**src/ffba_div.sv**
```systemverilog
// Restoring divider, one quotient bit per cycle.
// No dependencies.
module ffba_div (
  input  logic        clk,
  input  logic        rst_n,
  input  logic        go,
  input  logic [32:0] dividend,
  input  logic [31:0] divisor,
  output logic        done,
  output logic [32:0] quotient,
  output logic [31:0] remainder
);

  logic [32:0] quo_r, quo_nxt;
  logic [31:0] rem_r, rem_nxt;
  logic [31:0] dsr_r, dsr_nxt;
  logic [5:0]  cnt_r, cnt_nxt;
  logic        done_r, done_nxt;
  logic [32:0] shifted;

  assign shifted = {rem_r, quo_r[32]};

  always_comb begin
    quo_nxt  = quo_r;
    rem_nxt  = rem_r;
    dsr_nxt  = dsr_r;
    cnt_nxt  = cnt_r;
    done_nxt = 1'b0;
    if (go) begin
      quo_nxt = dividend;
      rem_nxt = '0;
      dsr_nxt = divisor;
      cnt_nxt = 6'd33;
    end else if (cnt_r != 6'd0) begin
      // shift in one dividend bit, subtract where it fits
      if (shifted >= {1'b0, dsr_r}) begin
        rem_nxt = 32'(shifted - {1'b0, dsr_r});
        quo_nxt = {quo_r[31:0], 1'b1};
      end else begin
        rem_nxt = shifted[31:0];
        quo_nxt = {quo_r[31:0], 1'b0};
      end
      cnt_nxt  = cnt_r - 6'd1;
      done_nxt = (cnt_r == 6'd1);
    end
  end

  always_ff @(posedge clk) begin
    if (!rst_n) begin
      cnt_r  <= '0;
      done_r <= 1'b0;
    end else begin
      cnt_r  <= cnt_nxt;
      done_r <= done_nxt;
    end
    quo_r <= quo_nxt;
    rem_r <= rem_nxt;
    dsr_r <= dsr_nxt;
  end

  assign done      = done_r;
  assign quotient  = quo_r;
  assign remainder = rem_r;

endmodule

```
**config.mk**
```make
export PLATFORM = sky130hd
export DESIGN_NAME = ffba_div
export DESIGN_NICKNAME = d
export VERILOG_FILES = /design/src/ffba_div.sv
export SDC_FILE = /design/constraint.sdc
export NUM_CORES = 1
export LEC_CHECK = 0
export ABC_AREA = 1
export BUFFER_PORTS_ARGS = -buffer_cell sky130_fd_sc_hd__buf_2
export CAP_MARGIN = 0
export CORE_ASPECT_RATIO = 1.75
export CORE_MARGIN = 2
export CORE_UTILIZATION = 58
export CTS_BUF_LIST = sky130_fd_sc_hd__clkbuf_2
export DETAILED_ROUTE_END_ITERATION = 6
export PLACE_DENSITY = 0.83
export SLEW_MARGIN = 40
export SYNTH_ARGS = -nofsm -noshare
export SYNTH_HDL_FRONTEND = slang
export SYNTH_SLANG_ARGS = --single-unit
```
**constraint.sdc**
```tcl
create_clock -name clk -period 2.3 [get_ports clk]
set_input_delay 0.46 -clock clk [delete_from_list [all_inputs] [get_ports clk]]
set_output_delay 0.46 -clock clk [all_outputs]
set_load 0.005 [all_outputs]
```
==> Word level (Yosys, flattened, before mapping) <==
Index checks and enable logic that the tools add are counted.
{ "word_totals": {"register_bits": 104, "input_bits": 68, "out_inout_bits": 66, "elab_cells": 22} }
{ "op_classes": {"addsub": 2, "magnitude_cmp": 1, "eq_ne": 1, "mux": 6, "n_bitwise": 2, "reduce_logical": 4} }
{ "ops": {"columns": ["op", "n"], "rows": [
  ["33-bit 2-to-1 mux", 2],
  ["33-bit by 32-bit >= comparator with 1-bit output", 1],
  ["32-bit 2-to-1 mux", 1],
  ["32-bit subtractor", 1],
  ["6-bit 2-to-1 mux", 2],
  ["6-bit by 1-bit == test with 1-bit output (second input constant)", 1],
  ["6-bit nonzero test", 1],
  ["6-bit by 1-bit subtractor with 6-bit output (second input constant)", 1],
  ["3-bit OR reduction", 1],
  ["1-bit inverter", 2],
  ["2-bit nonzero test", 1],
  ["2-bit OR reduction", 1],
  ["1-bit 2-to-1 mux", 1]
]} }

==> Depth between registers and ports, before layout <==
Gate-level depths: netlist (run 1).
{ "depth": {"ltp_word": 4, "mapped_depth": 17} }

==> Worst setup path before layout (run 1) <==
OpenSTA, ideal clock, no wires.
{ "synth_path": {"path_type": "flip-flop to flip-flop", "from": "register cnt_r[0]", "to": "register quo_r[0] (netlist: quotient[0]) (enable)", "setup_time_ns": 0.388, "arrival_time_ns": 1.544, "setup_slack_ns": 0.368, "stages_incl_launch_ff": 8, "path_buffers": 0, "synth_period_minus_slack_ns": 1.932, "cell_sequence": "dfxtp_1 -> inv_1 -> ha_1 -> nand2_1 -> nor2_1 -> inv_2 -> nor2_1 -> inv_1"} }
{ "synth_between": {"elab_chain_len": 2} }
{ "synth_lines": {"columns": ["item", "line_no", "text"], "rows": [
  ["start, declared", "17", "logic [5:0] cnt_r, cnt_nxt;"],
  ["start signal, assigned", "53", "cnt_r <= cnt_nxt;"],
  ["6-bit nonzero test", "34", "end else if (cnt_r != 6'd0) begin"],
  ["2-bit nonzero test (no source line)", null, null],
  ["end signal, assigned", "56", "quo_r <= quo_nxt;"],
  ["end, declared", "14", "logic [32:0] quo_r, quo_nxt;"]
]} }
Every way passes these cells.
A chain may end at the register's enable or synchronous reset.

==> Final worst setup path (run 1) <==
{ "layout_path": {"from": "register dsr_r[7]", "to": "register rem_r[25] (netlist: remainder[25])"} }
{ "layout_between": {"elab_chain_len": 2} }
{ "layout_lines": {"columns": ["item", "line_no", "text"], "rows": [
  ["start, declared", "16", "logic [31:0] dsr_r, dsr_nxt;"],
  ["start signal, assigned", "58", "dsr_r <= dsr_nxt;"],
  ["32-bit subtractor or 33-bit by 32-bit >= comparator with 1-bit output (tied branches)", "37, 36", null],
  ["32-bit 2-to-1 mux *", "36", "if (shifted >= {1'b0, dsr_r}) begin"],
  ["end signal, assigned", "57", "rem_r <= rem_nxt;"],
  ["end, declared", "15", "logic [31:0] rem_r, rem_nxt;"]
]} }
Mark *: on every way between the ends. The rest lies on a longest branch, timed or not.

==> summary.txt, run 1 <==
STA
  – Max Slew Vio Count: 0
  – Layout Skew: 0.0523 ns
  – Final period util: 0.957
  – Final setup TNS: 0 ns
  – Worst-margin pin slew: 0.567 ns
  – Fmax achieved: 454 MHz
  – Final Setup Violations: 0
  – Slew headroom: 0.622
  – Worst hold slack: 0.0383 ns
  – Hold Fails Final Rpt: 0
  – Unrepaired setup endpoints after global routing: true
  – Tmin final: 2.20 ns

Die
  – Die W: 87.0 um
  – Die Y: 149 um
  – Total core area: 0.0119 mm^2
  – Num ports: 134
  – Die Area: 0.0130 mm^2
  – Site Rows: 53
  – Initial Util: 0.588

Layout
  – Layout cell share with drive strength beyond 1: 0.220
  – Final Util: 0.745
  – Fin area: 0.00885 mm^2
  – Layout net count: 1336
  – Layout area overhead: 26.7%

Synthesis
  – Distinct cells, synth: 34
  – Ys flop type: edfxtp_1
  – Top cell type's share of synthesized area: 0.279
  – Synth warn: 0
  – Most numerous cell in the Yosys netlist: nand2_1
  – Synth area leader: edfxtp_1
  – Post-Synthesis Cells: 1038
  – Synth cell count leaders: 388 x nand2_1, 173 x inv_1, 127 x nor2_1
  – Post-synth ARST share: 0
  – Synth top area cells: edfxtp_1 28%, nand2_1 21%, dfxtp_1 11%
  – Mapped Nets: 1142
  – Post-synth EDFFs: 65
  – Synth Register Bits: 104
  – Syn avg cell area: 6.73 um^2
  – Sequential area share after synthesis: 0.391
  – Mapped Area: 0.00699 mm^2

GRT
  – Vias in the first global route: 6839
  – Congestion Overflow GR: 0
  – Initial antenna violation count: 1
  – Global-route wire length before repair: 31.8 mm
  – Largest net degree at the start of global routing: 72
  – GRT Util Overall: 0.316

Place
  – Gpl congestion: 0.984
  – IO Port Bufs: 133
  – DP HPWL: 15.1 mm
  – Dpl cell area: 0.00801 mm^2

Power
  – Power per cell area: 1110 mW/mm^2
  – VDD IR-drop max: 0.000607 V
  – Leakage power: 0.00484 uW

Critical path
  – Nature of the critical path startpoint: flip-flop
  – WP data arrival: 2.76 ns
  – Crit Path Category: reg -> reg
  – CP Capture Type: flip-flop
  – Worst EP required: 2.86 ns
  – Max FO, Critical Path: 14

Clock tree
  – H-tree Lvls: 3
  – Clk root buf: clkbuf_2
  – Clock Tree Buf Depth: 2
  – CTS Buf Count: 9
  – Worst-skew pair later-pin latency: 0.65 ns
  – CTS tree: built
  – CTS sink count: 104
  – Clock slew at reported path FFs: 0.35 ns

Routing
  – Routed wire per std cell: 14.7 um
  – Antenna-violating nets left: 0
  – Pre-antenna DRT Iters: 5
  – Vias per Instance: 5.11
  – Final WL: 20.2 mm
  – Via count: 7027
  – Initial DRC count: 463
  – Remaining DRCs: 0

Job
  – Max Cap Viol: 0

Outcome
  – Status: completed

Min path
  – Hold Crit Class: in -> reg
## final cells by class
type                       instances  area, um^2
antenna                            1        2.50
fill                             973        3020
sequential                       104        2740
clock inverter                     7        97.6
tap                              137         171
inverter                         177         664
multi-input combinational        731        3770
timing repair buffer             209        1360
clock buffer                       9        45.0
## layer usage
| layer | share of wire | track usage | vias up | routed length [um] |
|---|---|---|---|---|
| li1 | - | - | 3582 | - |
| met1 | 0.37 | 0.330 | 3138 | 7420 |
| met2 | 0.54 | 0.587 | 241 | 11000 |
| met3 | 0.044 | 0.0504 | 66 | 887 |
| met4 | 0.048 | 0.165 | 0 | 966 |
| met5 | 0 | 0 | - | 0 |
## logic make-up (layout without fill, tap and decap cells)
logic type,after synthesis,count (layout),synth area share
simple gates,631,631,0.371
fa+ha+maj,36,36,0.0656
flops,104,104,0.391
buf+inv,203,402,0.116
compound gates,48,48,0.0360
other cells,0,1,0
xor+xnor,16,16,0.0201
## repair_timing
action                                 CTS  global route
endpoints found under the hold margin   33             0
setup endpoints to repair                9            33
pin swaps                                0            10
buffers inserted                         1             2
resized for setup                        4            68
hold buffers                            33             0
## flip-flops by register name, summed over array words and instances (netlist names)
register   flops
dsr_r         32
cnt_r          6
done           1
quotient      33
remainder     32
## path summary, 6_finish.rpt
path              cells past startpoint             to          from  slack (ns)
setup / recovery                     14  remainder[25]      dsr_r[7]         0.1
hold / removal                        3   quotient[25]  dividend[25]        0.04
setup reg to reg                     14  remainder[25]      dsr_r[7]         0.1
hold reg to reg                       2       cnt_r[3]      cnt_r[3]        0.51
## worst max-delay path: stages (launching register included)
cell and delay, ns:
edfxtp_1 0.41, inv_1 0.05, ha_1 0.35, nand2_1 0.12, nor2_2 0.16, nand2_1 0.06
nor2_1 0.13, nand3_1 0.12, nand3_1 0.12, nor2_2 0.06, buf_4 0.20, nand3_1 0.08
nand2_1 0.05, nor2_1 0.16, nor2_1 0.05
## cell usage in the layout (no fill, tap or decap), drive strengths merged
cell type    Yosys  routed
nand3           76      76
xnor2           12      12
nor3b            1       1
nor3            10      10
inv            176     179
clkinv           1       4
diode            0       1
ha              35      35
nor2           134     134
buf             13     176
dlygate4sd3      0      33
nand2          394     394
nand3b           5       5
o211ai           1       1
a21oi           20      20
bufinv           0       1
dfxtp           39      39
and2             4       4
clkbuf          13       9
xor2             4       4
edfxtp          65      65
o21ai           25      25
nand4            7       7
fa               1       1
o21bai           2       2
## through the flow
stage	cells	setup WS (ns)	total power (uW)
2_1_floorplan	1038	0.368	6430
3_3_place_gp	1322	0.0508	8190
3_5_place_dp	1322	0.00595	8250
4_1_cts	1372	0.00206	9340
5_1_grt	1375	-0.0123	10700
6_report	1375	0.0983	9860
## power by group
| group | switching (uW) | internal (uW) | total [uW] |
|---|---|---|---|
| combinational | 3560 | 2450 | 6010 |
| sequential | 386 | 2450 | 2830 |
| clock | 729 | 288 | 1020 |
Power figures use the tool's default switching activity.
==> inputs of run 2 (changes only) <==
ABC_AREA = 0   (was 1)
CAP_MARGIN = not set   (was 0)
CORE_UTILIZATION = 57   (was 58)
SETUP_SLACK_MARGIN = 0.4   (was not set)
==> run 2 against run 1 <==
Against the previous run:
- the flow now finishes with violations (design-rule violations, negative hold slack, negative setup slack)
- core utilization increased by 15 points
- area after synthesis decreased by 14%
- worst hold slack got worse by 0.060 ns
- cell count decreased by 26%
- critical endpoint is now remainder[26]
- largest power group unchanged
==> summary.txt, run 2 <==
Power
  – Power per cell area: 1400 mW/mm^2 (was 1110 mW/mm^2)
  – Flop pwr share: 0.224 (was 0.287)
  – Switch Pwr: 5700 uW (was 4680 uW)
  – Leakage power: 0.00405 uW (was 0.00484 uW)
  – Int Power: 7160 uW (was 5180 uW)
  – Clock power share: 0.068 (was 0.103)
  – Switch share: 0.443 (was 0.474)
  – Comb pwr share: 0.707 (was 0.609)
  – VDD IR-drop max: 0.00110 V (was 0.000607 V)

Routing
  – Routed wire per std cell: 21.6 um (was 14.7 um)
  – Final WL: 22.0 mm (was 20.2 mm)
  – Pre-antenna DRT Iters: 7 (was 5)
  – Vias per Instance: 6.27 (was 5.11)
  – Via count: 6374 (was 7027)
  – Initial DRC count: 573 (was 463)
  – Remaining DRCs: 2 (was 0)
  – Antenna-violating nets left: 0 (unchanged)

Clock tree
  – Clock Tree Buf Depth: 2 (unchanged)
  – H-tree Lvls: 3 (unchanged)
  – Clock slew at reported path FFs: 0.33 ns (was 0.35 ns)
  – CTS sink count: 104 (unchanged)
  – Clk root buf: clkbuf_2 (unchanged)
  – CTS Buf Count: 9 (unchanged)
  – CTS tree: built (unchanged)
  – Worst-skew pair later-pin latency: 0.66 ns (was 0.65 ns)

Synthesis
  – Synth top area cells: edfxtp_1 33%, dfxtp_1 13%, ha_1 7.3% (was edfxtp_1 28%, nand2_1 21%, dfxtp_1 11%)
  – Top cell type's share of synthesized area: 0.326 (was 0.279)
  – Ys flop type: edfxtp_1 (unchanged)
  – Synth warn: 0 (unchanged)
  – Post-synth EDFFs: 65 (unchanged)
  – Post-Synthesis Cells: 590 (was 1038)
  – Post-synth ARST share: 0 (unchanged)
  – Sequential area share after synthesis: 0.456 (was 0.391)
  – Synth cell count leaders: 65 x edfxtp_1, 59 x nor2_1, 43 x inv_1 (was 388 x nand2_1, 173 x inv_1, 127 x nor2_1)
  – Most numerous cell in the Yosys netlist: edfxtp_1 (was nand2_1)
  – Synth area leader: edfxtp_1 (unchanged)
  – Mapped Nets: 694 (was 1142)
  – Synth Register Bits: 104 (unchanged)
  – Distinct cells, synth: 60 (was 34)
  – Syn avg cell area: 10.2 um^2 (was 6.73 um^2)
  – Mapped Area: 0.00599 mm^2 (was 0.00699 mm^2)

GRT
  – Largest net degree at the start of global routing: 43 (was 72)
  – GRT Util Overall: 0.312 (was 0.316)
  – Congestion Overflow GR: 0 (unchanged)
  – Vias in the first global route: 6190 (was 6839)
  – Global-route wire length before repair: 27.8 mm (was 31.8 mm)
  – Initial antenna violation count: 1 (unchanged)

Die
  – Site Rows: 49 (was 53)
  – Die Area: 0.0114 mm^2 (was 0.0130 mm^2)
  – Num ports: 134 (unchanged)
  – Initial Util: 0.585 (was 0.588)
  – Die Y: 140 um (was 149 um)
  – Total core area: 0.0102 mm^2 (was 0.0119 mm^2)
  – Die W: 81.5 um (was 87.0 um)

Outcome
  – Status: finished, violations left (was completed)
  – Failing checks: design-rule violations, negative hold slack, negative setup slack

Critical path
  – Nature of the critical path startpoint: flip-flop (unchanged)
  – Reg2reg start: quotient[32] (was dsr_r[7])
  – WP data arrival: 3.52 ns (was 2.76 ns)
  – CP Capture Type: flip-flop (unchanged)
  – Register-to-Register Setup Slack: -0.60 ns (was 0.1 ns)
  – Max FO, Critical Path: 4 (was 14)
  – Worst EP required: 2.92 ns (was 2.86 ns)
  – Cell depth of the worst flop-to-flop path: 12 (was 14)
  – Crit Path Category: reg -> reg (unchanged)
  – R2r endpoint: remainder[26] (was remainder[25])

STA
  – Unrepaired setup endpoints after global routing: true (unchanged)
  – Final period util: 1.26 (was 0.957)
  – Layout Skew: 0.0537 ns (was 0.0523 ns)
  – Max Slew Vio Count: 0 (unchanged)
  – Worst hold slack: -0.0214 ns (was 0.0383 ns)
  – Slew headroom: 0.650 (was 0.622)
  – Hold Fails Final Rpt: 7 (was 0)
  – Final Setup Violations: 33 (was 0)
  – Tmin final: 2.90 ns (was 2.20 ns)
  – Fmax achieved: 345 MHz (was 454 MHz)
  – Worst-margin pin slew: 0.520 ns (was 0.567 ns)
  – Final WS setup: -0.600 ns (was 0.0983 ns)

Min path
  – Hold path endpoint: dsr_r[0] (was quotient[25])
  – Hold Crit Class: in -> reg (unchanged)
  – Hold path depth: 1 (was 3)
  – Min-Delay Startpoint: divisor[0] (was dividend[25])

Layout
  – Leading cell type in the layout, fill and taps excluded: buf_4 (was nand2_1)
  – Fillers: 428 (was 973)
  – Layout cell share with drive strength beyond 1: 0.544 (was 0.220)
  – Max reg flops: 33 (unchanged)
  – Layout area overhead: 53.5% (was 26.7%)
  – Layout net count: 988 (was 1336)
  – Register Area: 0.00274 mm^2 (about the same)
  – Multi-input logic area: 0.00383 mm^2 (was 0.00377 mm^2)
  – Most frequent cells in the layout: 133 x buf_4, 131 x buf_2, 65 x edfxtp_1, 50 x nor2_1, 33 x mux2_2 (was 369 x nand2_1, 169 x inv_1, 133 x buf_2, 120 x nor2_1, 70 x nand3_1)
  – Fin area: 0.00920 mm^2 (was 0.00885 mm^2)

Place
  – Gpl congestion: 0.899 (was 0.984)
  – DP HPWL: 12.6 mm (was 15.1 mm)
  – Dpl cell area: 0.00798 mm^2 (was 0.00801 mm^2)
  – IO Port Bufs: 133 (unchanged)

Job
  – Max Cap Viol: 0 (unchanged)
[run 2: worst max-delay path, cell delays in order (launching register included)]
cell	delay [ns]
edfxtp_1	0.44
inv_1	0.05
ha_2	0.20
fa_2	0.38
nor2b_2	0.17
o21ai_2	0.08
a21o_1	0.23
a21o_4	0.24
a2111oi_4	0.43
o31a_2	0.26
xnor2_2	0.09
o21a_1	0.19
nor3_2	0.14
[run 2: logic make-up after synthesis]
kind of cell | Yosys count | synth area share
and+or+nand+nor | 165 | 0.133
AOI/OAI and AO/OA | 149 | 0.172
DFF | 104 | 0.456
buffers and inverters | 67 | 0.0453
muxes | 43 | 0.0788
adders and majority gates | 36 | 0.0765
xor gates and xnor gates | 26 | 0.0380
[run 2: worst max path at each step]
stage                             from            end  cells past startpoint
final                     quotient[32]  remainder[26]                     12
after global routing      quotient[32]  remainder[26]                     12
after CTS                 quotient[32]  remainder[26]                     12
after detailed placement  quotient[32]  remainder[26]                     12
after global placement        dsr_r[4]  remainder[27]                     11
after floorplan           quotient[32]  remainder[22]                     12
[run 2: stage by stage]
stage / utilization / power, uW / setup TNS (ns) / worst slack [ns] / std cells
finish: 0.898 / 12900 / -13.38 / -0.600 / 1017
global route: 0.898 / 13400 / -15.56 / -0.669 / 1017
CTS: 0.835 / 10700 / -6.85 / -0.352 / 996
detailed placement: 0.780 / 9430 / -8.34 / -0.358 / 951
global placement: 0.780 / 9190 / -6.64 / -0.280 / 951
floorplan: - / 6700 / -1.06 / -0.176 / 590
[run 2: area by class of cell]
cell class | count | area share
sequential | 104 | 0.298
timing repair buffer | 307 | 0.238
clock inverter | 6 | 0.00680
clock buffer | 10 | 0.00544
multi-input combinational | 419 | 0.417
antenna | 1 | 0.000272
inverter | 43 | 0.0176
tap | 127 | 0.0173
[run 2: routing by layer]
| layer | GRT usage | up-vias | share of wire |
|---|---|---|---|
| met4 | 0.141 | 0 | 0.073 |
| met2 | 0.590 | 424 | 0.52 |
| met3 | 0.0551 | 167 | 0.070 |
| li1 | - | 2743 | - |
| met1 | 0.315 | 3040 | 0.34 |
| met5 | 0 | - | 0 |
[run 2: power by group through the flow]
stage,combinational [uW],clock [uW],sequential [uW]
floorplan,3740,0,2950
global placement,6350,0,2840
detailed placement,6570,0,2860
CTS,7000,869,2850
global route,9500,945,2930
finish,9100,877,2890
[run 2: timing repair]
action	in CTS	in global routing
pin swaps	22	44
cloned	0	3
buffers inserted	10	17
resized for setup	45	101
hold buffers	19	0
endpoints found under the setup margin	69	67
hold endpoints to repair	19	0
